$ cat config.mk
export PLATFORM = sky130hd
export DESIGN_NAME = srtf_scheduler
export DESIGN_NICKNAME = d
export VERILOG_FILES = /design/src/rtl/core/srtf_pkg.sv /design/src/rtl/core/srtf_scheduler.sv /design/src/rtl/core/srtf_cell.sv
export SDC_FILE = /design/constraint.sdc
export NUM_CORES = 2
export LEC_CHECK = 0
export BUFFER_PORTS_ARGS = -buffer_cell sky130_fd_sc_hd__buf_2
export CAP_MARGIN = 20
export CORE_MARGIN = 10
export CORE_UTILIZATION = 63
export DETAILED_ROUTE_END_ITERATION = 8
export PLACE_DENSITY = 0.91
export SLEW_MARGIN = 10
export SYNTH_ARGS = -nofsm -noshare
export SYNTH_HDL_FRONTEND = slang
export SYNTH_SLANG_ARGS = --single-unit
$ cat constraint.sdc
create_clock -name clock -period 5.6 [get_ports clock]
set_input_delay 0.28 -clock clock [delete_from_list [all_inputs] [get_ports clock]]
set_output_delay 0.28 -clock clock [all_outputs]
set_load 0.01 [all_outputs]
$ cat src/rtl/core/srtf_pkg.sv
// srtf_pkg: shared widths, codes and control types for the srtf scheduler
// used by srtf_cell, srtf_scheduler and srtf_checker; no dependencies
`default_nettype none

package srtf_pkg;

   // fixed field widths
   localparam int SLOT_W     = 4;
   localparam int FIELD_W    = 16;
   localparam int NOW_W      = 17;
   localparam int CNT_W      = 5;

   // stream word widths
   localparam int REQ_DATA_W = 40;
   localparam int RSP_DATA_W = 56;
   localparam int RSP_USER_W = 2;

   // saturation limits
   localparam logic [NOW_W-1:0] CLOCK_MAX = 17'h1FFFF;
   localparam logic [CNT_W-1:0] DONE_MAX  = 5'd31;

   // request kinds carried in req_tuser
   localparam logic FUNC_LOAD = 1'b0;
   localparam logic FUNC_TICK = 1'b1;

   // broadcast from the top level to every cell
   typedef struct packed {
      logic               load_en;
      logic [SLOT_W-1:0]  load_slot;
      logic [FIELD_W-1:0] load_arrival;
      logic [FIELD_W-1:0] load_burst;
      logic               dec_en;
      logic [NOW_W-1:0]   clock_time;
   } ctrl_type;

endpackage

`default_nettype wire

$ cat src/rtl/core/srtf_scheduler.sv
// srtf_scheduler: preemptive shortest-remaining-time-first scheduler, top level
// depends on srtf_pkg and srtf_cell (one cell per process slot)
//
//  channel | dir | handshake               | payload
//  req     | in  | req_tvalid / req_tready | tuser: func; tdata: slot, arrival, burst
//  rsp     | out | rsp_tvalid / rsp_tready | tuser: idle, finished; tdata: ran_slot,
//          |     |                         |        turnaround, waiting, all_done, now
//  csr     | in  | csr_wr_en               | csr_wr_data: process_count
//
// a load word goes from ST_IDLE to ST_RESULT; a tick word goes through ST_SCAN:
// the scan word walks the cell chain one slot per cycle, then ST_TURN and ST_WAIT do the
// turnaround and waiting arithmetic and ST_RESULT fills the output register.
// one word is in flight at a time; a new word is taken while a result waits.
// reset clears remaining times, clock, done count and process_count.
// a stalled rsp side holds the result register; the next result waits and blocks new words.
`default_nettype none

module srtf_scheduler
   import srtf_pkg::*;
#(
   parameter int MAX_PROCESSES = 16,
   parameter int TIME_BITS     = 16
) (
   input  wire logic                  clock,
   input  wire logic                  reset,
   // request words
   input  wire logic                  req_tvalid,
   output logic                       req_tready,
   input  wire logic [REQ_DATA_W-1:0] req_tdata,  // slot[3:0], arrival[19:4], burst[35:20]
   input  wire logic                  req_tuser,  // func[0]
   // result words
   output logic                       rsp_tvalid,
   input  wire logic                  rsp_tready,
   output logic [RSP_DATA_W-1:0]      rsp_tdata,  // ran_slot[3:0], turnaround[20:4],
                                                  // waiting[37:21], all_done[38], now[55:39]
   output logic [RSP_USER_W-1:0]      rsp_tuser,  // idle[0], finished[1]
   // configuration
   input  wire logic                  csr_wr_en,
   input  wire logic [CNT_W-1:0]      csr_wr_data // process_count
);

   localparam int IDX_W = (MAX_PROCESSES > 1) ? $clog2(MAX_PROCESSES) : 1;
   localparam int CMP_W = (TIME_BITS > NOW_W) ? TIME_BITS : NOW_W;

   typedef enum logic [2:0] {
      ST_IDLE,
      ST_SCAN,
      ST_TURN,
      ST_WAIT,
      ST_RESULT
   } state_type;

   state_type            state_ff, state_in;
   logic [CNT_W-1:0]     count_ff, count_in;
   logic [NOW_W-1:0]     clock_ff, clock_in;
   logic [CNT_W-1:0]     done_ff, done_in;
   logic [SLOT_W-1:0]    ran_ff, ran_in;
   logic                 idle_ff, idle_in;
   logic                 fin_ff, fin_in;
   logic [NOW_W-1:0]     tat_ff, tat_in;
   logic [NOW_W-1:0]     wt_ff, wt_in;
   logic                 rsp_valid_ff, rsp_valid_in;
   logic [RSP_DATA_W-1:0] rsp_data_ff, rsp_data_in;
   logic [RSP_USER_W-1:0] rsp_user_ff, rsp_user_in;

   logic                 accept;
   logic                 scan_end;
   logic                 rsp_free;
   logic [NOW_W-1:0]     clock_next;
   ctrl_type             ctrl;

   // scan chain taps
   logic                 chain_go    [MAX_PROCESSES+1];
   logic                 chain_found [MAX_PROCESSES+1];
   logic [IDX_W-1:0]     chain_idx   [MAX_PROCESSES+1];
   logic [TIME_BITS-1:0] chain_rem   [MAX_PROCESSES+1];
   logic [TIME_BITS-1:0] chain_arr   [MAX_PROCESSES+1];
   logic [TIME_BITS-1:0] chain_bur   [MAX_PROCESSES+1];

   // handshake
   assign req_tready = (state_ff == ST_IDLE);
   assign accept     = req_tvalid && req_tready;
   assign scan_end   = (state_ff == ST_SCAN) && chain_go[MAX_PROCESSES];
   assign rsp_free   = !rsp_valid_ff || rsp_tready;
   assign clock_next = (clock_ff == CLOCK_MAX) ? CLOCK_MAX : clock_ff + NOW_W'(1);

   // broadcast to the cells
   assign ctrl.load_en      = accept && (req_tuser == FUNC_LOAD);
   assign ctrl.load_slot    = req_tdata[3:0];
   assign ctrl.load_arrival = req_tdata[19:4];
   assign ctrl.load_burst   = req_tdata[35:20];
   assign ctrl.dec_en       = scan_end && chain_found[MAX_PROCESSES];
   assign ctrl.clock_time   = clock_ff;

   // head of the chain: empty candidate
   assign chain_go[0]    = accept && (req_tuser == FUNC_TICK);
   assign chain_found[0] = 1'b0;
   assign chain_idx[0]   = '0;
   assign chain_rem[0]   = '0;
   assign chain_arr[0]   = '0;
   assign chain_bur[0]   = '0;

   // one cell per process slot
   for (genvar g = 0; g < MAX_PROCESSES; g++) begin : g_cell
      srtf_cell #(
         .INDEX     (g),
         .IDX_W     (IDX_W),
         .TIME_BITS (TIME_BITS)
      ) u_cell (
         .clock         (clock),
         .reset         (reset),
         .ctrl          (ctrl),
         .dec_idx       (chain_idx[MAX_PROCESSES]),
         .process_count (count_ff),
         .go_i          (chain_go[g]),
         .found_i       (chain_found[g]),
         .idx_i         (chain_idx[g]),
         .rem_i         (chain_rem[g]),
         .arr_i         (chain_arr[g]),
         .bur_i         (chain_bur[g]),
         .go_o          (chain_go[g+1]),
         .found_o       (chain_found[g+1]),
         .idx_o         (chain_idx[g+1]),
         .rem_o         (chain_rem[g+1]),
         .arr_o         (chain_arr[g+1]),
         .bur_o         (chain_bur[g+1])
      );
   end

   // sequencer next state
   always_comb begin
      state_in     = state_ff;
      count_in     = csr_wr_en ? csr_wr_data : count_ff;
      clock_in     = clock_ff;
      done_in      = done_ff;
      ran_in       = ran_ff;
      idle_in      = idle_ff;
      fin_in       = fin_ff;
      tat_in       = tat_ff;
      wt_in        = wt_ff;
      rsp_valid_in = rsp_valid_ff && !rsp_tready;
      rsp_data_in  = rsp_data_ff;
      rsp_user_in  = rsp_user_ff;
      unique case (state_ff)
         ST_IDLE: begin
            if (accept) begin
               if (req_tuser == FUNC_TICK) begin
                  state_in = ST_SCAN;
               end else begin
                  ran_in   = '0;
                  idle_in  = 1'b1;
                  fin_in   = 1'b0;
                  tat_in   = '0;
                  wt_in    = '0;
                  state_in = ST_RESULT;
               end
            end
         end
         ST_SCAN: begin
            if (scan_end) begin
               ran_in   = chain_found[MAX_PROCESSES] ?
                          SLOT_W'(chain_idx[MAX_PROCESSES]) : '0;
               idle_in  = !chain_found[MAX_PROCESSES];
               fin_in   = chain_found[MAX_PROCESSES] &&
                          (chain_rem[MAX_PROCESSES] == TIME_BITS'(1));
               clock_in = clock_next;
               if (chain_found[MAX_PROCESSES] &&
                   (chain_rem[MAX_PROCESSES] == TIME_BITS'(1)) &&
                   (done_ff != DONE_MAX)) begin
                  done_in = done_ff + CNT_W'(1);
               end
               state_in = ST_TURN;
            end
         end
         ST_TURN: begin
            // clock_ff now holds the completion time
            if (fin_ff && (CMP_W'(clock_ff) >= CMP_W'(chain_arr[MAX_PROCESSES]))) begin
               tat_in = NOW_W'(CMP_W'(clock_ff) - CMP_W'(chain_arr[MAX_PROCESSES]));
            end else begin
               tat_in = '0;
            end
            state_in = ST_WAIT;
         end
         ST_WAIT: begin
            if (fin_ff && (CMP_W'(tat_ff) >= CMP_W'(chain_bur[MAX_PROCESSES]))) begin
               wt_in = NOW_W'(CMP_W'(tat_ff) - CMP_W'(chain_bur[MAX_PROCESSES]));
            end else begin
               wt_in = '0;
            end
            state_in = ST_RESULT;
         end
         ST_RESULT: begin
            if (rsp_free) begin
               rsp_valid_in = 1'b1;
               rsp_data_in  = {clock_ff, (done_ff >= count_ff), wt_ff, tat_ff, ran_ff};
               rsp_user_in  = {fin_ff, idle_ff};
               state_in     = ST_IDLE;
            end
         end
         default: begin
            state_in = ST_IDLE;
         end
      endcase
   end

   // state and registered outputs
   always_ff @(posedge clock) begin
      if (reset) begin
         state_ff     <= ST_IDLE;
         count_ff     <= '0;
         clock_ff     <= '0;
         done_ff      <= '0;
         rsp_valid_ff <= 1'b0;
      end else begin
         state_ff     <= state_in;
         count_ff     <= count_in;
         clock_ff     <= clock_in;
         done_ff      <= done_in;
         rsp_valid_ff <= rsp_valid_in;
      end
      ran_ff      <= ran_in;
      idle_ff     <= idle_in;
      fin_ff      <= fin_in;
      tat_ff      <= tat_in;
      wt_ff       <= wt_in;
      rsp_data_ff <= rsp_data_in;
      rsp_user_ff <= rsp_user_in;
   end

   assign rsp_tvalid = rsp_valid_ff;
   assign rsp_tdata  = rsp_data_ff;
   assign rsp_tuser  = rsp_user_ff;

endmodule

`default_nettype wire

$ cat src/rtl/core/srtf_cell.sv
// srtf_cell: one process slot plus one stage of the min-remaining scan chain
// depends on srtf_pkg (ctrl_type, widths)
`default_nettype none

module srtf_cell
   import srtf_pkg::*;
#(
   parameter int INDEX     = 0,
   parameter int IDX_W     = 4,
   parameter int TIME_BITS = 16
) (
   input  wire logic                 clock,
   input  wire logic                 reset,
   input  wire ctrl_type             ctrl,
   input  wire logic [IDX_W-1:0]     dec_idx,
   input  wire logic [CNT_W-1:0]     process_count,
   // candidate from the previous cell
   input  wire logic                 go_i,
   input  wire logic                 found_i,
   input  wire logic [IDX_W-1:0]     idx_i,
   input  wire logic [TIME_BITS-1:0] rem_i,
   input  wire logic [TIME_BITS-1:0] arr_i,
   input  wire logic [TIME_BITS-1:0] bur_i,
   // candidate to the next cell
   output logic                      go_o,
   output logic                      found_o,
   output logic [IDX_W-1:0]          idx_o,
   output logic [TIME_BITS-1:0]      rem_o,
   output logic [TIME_BITS-1:0]      arr_o,
   output logic [TIME_BITS-1:0]      bur_o
);

   localparam int CMP_W = (TIME_BITS > NOW_W) ? TIME_BITS : NOW_W;

   logic [TIME_BITS-1:0] arrival_ff, arrival_in;
   logic [TIME_BITS-1:0] burst_ff, burst_in;
   logic [TIME_BITS-1:0] remain_ff, remain_in;
   logic                 go_ff;
   logic                 found_ff, found_in;
   logic [IDX_W-1:0]     idx_ff, idx_in;
   logic [TIME_BITS-1:0] rem_ff, rem_in;
   logic [TIME_BITS-1:0] arr_ff, arr_in;
   logic [TIME_BITS-1:0] bur_ff, bur_in;

   logic load_hit;
   logic dec_hit;
   logic eligible;
   logic take;

   // slot hit decode and eligibility of this slot
   assign load_hit = ctrl.load_en && (int'(ctrl.load_slot) == INDEX);
   assign dec_hit  = ctrl.dec_en && (dec_idx == IDX_W'(INDEX));
   assign eligible = (INDEX < int'(process_count)) && (remain_ff != '0) &&
                     (CMP_W'(arrival_ff) <= CMP_W'(ctrl.clock_time));
   // strict less keeps the lower index on a tie
   assign take     = eligible && (!found_i || (remain_ff < rem_i));

   // slot contents: load or decrement
   always_comb begin
      arrival_in = arrival_ff;
      burst_in   = burst_ff;
      remain_in  = remain_ff;
      if (load_hit) begin
         arrival_in = TIME_BITS'(ctrl.load_arrival);
         burst_in   = TIME_BITS'(ctrl.load_burst);
         remain_in  = TIME_BITS'(ctrl.load_burst);
      end else if (dec_hit) begin
         remain_in  = remain_ff - TIME_BITS'(1);
      end
   end

   // candidate stage, moves only when the scan word passes
   always_comb begin
      found_in = found_ff;
      idx_in   = idx_ff;
      rem_in   = rem_ff;
      arr_in   = arr_ff;
      bur_in   = bur_ff;
      if (go_i) begin
         found_in = found_i || take;
         idx_in   = take ? IDX_W'(INDEX) : idx_i;
         rem_in   = take ? remain_ff : rem_i;
         arr_in   = take ? arrival_ff : arr_i;
         bur_in   = take ? burst_ff : bur_i;
      end
   end

   always_ff @(posedge clock) begin
      if (reset) begin
         remain_ff <= '0;
         go_ff     <= 1'b0;
      end else begin
         remain_ff <= remain_in;
         go_ff     <= go_i;
      end
      arrival_ff <= arrival_in;
      burst_ff   <= burst_in;
      found_ff   <= found_in;
      idx_ff     <= idx_in;
      rem_ff     <= rem_in;
      arr_ff     <= arr_in;
      bur_ff     <= bur_in;
   end

   assign go_o    = go_ff;
   assign found_o = found_ff;
   assign idx_o   = idx_ff;
   assign rem_o   = rem_ff;
   assign arr_o   = arr_ff;
   assign bur_o   = bur_ff;

endmodule

`default_nettype wire

==> out/metrics.yaml <==
status: "finished clean"
core.rowCount: 132
dieArea_um2: 145000
synth_nets: 6893
die_w_um: 381
netSwitchingPower_uw: 5740
htreeDepth: 4
final-setup-viol-count: 0
p_int_uw: 20900
wl_per_cell_um: 25.4
vdd_drop_max_mv: 0.371
ys_types: 85
ios: 111
powerDensity_nw_per_um2: 293
leakage_uw: 0.0331
worst_slack_ns: 0.207
p_comb_frac: 0.030
cp-start-kind: "flip-flop"
crit_required_ns: 6.17
post_cts_buffers: 0
rsz0062_at_grt: "false"
die_h_um: 381
drc: 0
cts_tree: "done"
grt_pass1_vias: 55900
max_freq_mhz: 185
numPortBuffers: 106
cts_made_buffers: 170
grt-ovfl-total: 0
cts_sinks: 1746
start_util: 0.633
root_buffer: "clkbuf_16"
dr.pass1.iters: 9
grtUsageTotal: 0.287
layout_min_cycle_time_ns: 5.39
power.sequential.fraction: 0.532
hold_class: "in2reg"
drv_slew: 0
critical_path_class: "reg2reg"
via_per_inst: 6.55
syn_area_per_cell_um2: 13.0
nets: 7096
place_congestion: 0.953
placed_area_um2: 84800
fillers: 7934
clk_latency_ns: 0.85
final_cell_area_um2: 90800
multiInputGateArea_um2: 30400
synthArstFlopShare: 0
layout-drive-gt1-share: 0.186
clk_pin_slew_worst_paths_ns: 0.06
p_sw_frac: 0.216
total_power_uw: 26600
timing.max_slew.rel_slack: 0.152
clockBufferDepth: 3
power_frac_clock: 0.438
antenna_found_initial: 13
drt_wl_total_um: 213000
syn-cell-area_um2: 82000
yosysWarnings: 0
synth_edf_count: 1443
tightest_slew_ns: 1.27
critPathCaptureType: "flip-flop"
netlist.top_cell.by_area: "edfxtp_1"
hold_viol: 0
skew_ns: 0.0666
drv_cap: 0
preCtsSetupSlack_ns: 0.789
ys.flop_type: "edfxtp_1"
synth_area_leaders: "edfxtp_1 53%, mux2_2 8.6%, ha_1 8.2%, dfxtp_1 7.4%, a21oi_1 2.8%"
grt_pass1_wl_um: 325000
first_iter_violations: 6926
synth_top_area_share: 0.528
post-route-period-util: 0.963
cp_max_fo: 36
syn_to_final_growth_pct: 10.8
vias: 55000
tns_ns: 0
ant_nets: 0
grt_max_degree: 159
hold_slack_ns: 0.113
ys_seq_elements: 1746
core_area_um2: 129000
syn_inst: 6303
crit_arrival_ns: 5.97
post-dp-hpwl_um: 141000
register_area_um2: 49400
ys_seq_area_frac: 0.602
## per-layer routing
| metal | track usage | vias up | wire length [µm] |
|---|---|---|---|
| met2 | 0.477 | 3390 | 102000 |
| met4 | 0.151 | 10 | 11800 |
| li1 | - | 24300 | - |
| met3 | 0.0648 | 756 | 22100 |
| met5 | 0 | - | 76 |
| met1 | 0.349 | 26600 | 77100 |
## cells by family after synthesis
kind of cell	share of synthesized area
mux	0.102
simple gates	0.0897
xor+xnor	0.00705
buf+inv	0.0293
compound gates	0.0868
flops	0.602
fa+ha+maj	0.0824
## layout make-up
class / count / area share
Tap cell: 1742 / 0.0240
Sequential cell: 1746 / 0.544
Multi-Input combinational cell: 3960 / 0.334
Clock buffer: 224 / 0.0517
Antenna cell: 8 / 0.000220
Timing Repair Buffer: 248 / 0.0194
Inverter: 380 / 0.0157
Clock inverter: 93 / 0.0107
## sequential cells by signal, indices dropped and copies added, names as in the netlist
register	cells
tat_ff	17
g_cell.u_cell.bur_o	256
g_cell.u_cell.arrival_ff	256
done_ff	5
g_cell.u_cell.rem_o	256
wt_ff	17
ran_ff	4
g_cell.u_cell.idx_o	49
count_ff	5
g_cell.u_cell.arr_o	256
fin_ff	1
state_ff	3
g_cell.u_cell.found_o	16
g_cell.u_cell.remain_ff	256
rsp_tuser	2
g_cell.u_cell.go_o	16
clock_ff	17
g_cell.u_cell.burst_ff	256
rsp_tvalid	1
rsp_tdata	56
idle_ff	1
## power groups by stage
stage,registers [µW],logic (µW),clock network [µW]
after floorplan,14400,408,0
after global placement,14400,715,0
after detailed placement,14400,747,0
after CTS,14200,777,11700
after global routing,14200,848,12200
final,14200,809,11700
## stage by stage
step / instances / utilization
finish: 8401 / 0.702
global route: 8393 / 0.701
CTS: 8388 / 0.701
detailed placement: 8042 / 0.655
global placement: 8041 / 0.655
floorplan: 6303 / -
## synthesized netlist by cell type (17+ instances only)
library cell and number:
ha_1 537, a32oi_1 18, a22oi_1 39, o311ai_0 28
inv_1 376, xor2_1 24, nand4_1 65, mux2_1 21
o21a_1 17, xnor2_1 42, a21o_1 50, or3_1 51
mux2_4 46, edfxtp_1 1443, o21ai_0 211, and2_1 74
or2_2 34, nor2b_1 63, mux2i_1 40, a221oi_1 30
nand2b_1 47, o211ai_1 51, or4_1 26, nor3_1 130
nand3_1 122, buf_1 17, mux2_2 628, clkbuf_1 155
and3_1 37, nor4_1 58, nand2_1 283, a211oi_1 76
buf_2 33, a21oi_1 463, dfxtp_1 303, nor2_1 405
a31oi_1 47
## worst max-delay path, cell delays in order (launching register included)
cell,delay [ns]
dfxtp_1,0.38
inv_1,0.67
ha_1,0.39
nand4_1,0.18
inv_1,0.10
a2111oi_0,0.81
o211ai_1,0.42
a211oi_1,0.89
nand2_2,0.49
buf_4,0.42
mux2_2,0.34
## timing repair
item	in CTS	in global routing
resized for setup	0	0
endpoints found under the hold margin	349	4
hold buffers	29	2
## cells in the final DEF (no fill, tap or decap), types with 31 or more instances in the layout
cell / instances
and2_1: 74
nand2_1: 282
nand2b_1: 47
or3_1: 51
buf_2: 105
edfxtp_1: 1443
a22oi_1: 39
nor3_1: 125
dfxtp_1: 288
mux2_4: 46
nor2_1: 402
a211oi_1: 74
and3_1: 31
a31oi_1: 47
buf_4: 104
ha_1: 537
or2_2: 34
clkbuf_16: 175
o211ai_1: 51
a21o_1: 50
xnor2_1: 42
o21ai_0: 211
inv_1: 375
nand3_1: 121
mux2_2: 628
a21oi_1: 461
nand4_1: 65
clkbuf_1: 36
mux2i_1: 40
dlygate4sd3_1: 31
nor4_1: 56
clkinv_2: 42
nor2b_1: 62
## worst paths after layout
kind / from / endpoint / slack, ns / cells past startpoint
max: clock_ff[8] / g_cell[10].u_cell.arr_o[6] / 0.21 / 10
min: req_tdata[2] / g_cell[2].u_cell.remain_ff[15] / 0.11 / 5
max reg2reg: clock_ff[8] / g_cell[10].u_cell.arr_o[6] / 0.21 / 10
min reg2reg: ran_ff[3] / rsp_tdata[3] / 0.42 / 0
Note: power is estimated with default switching activity, not from simulation.
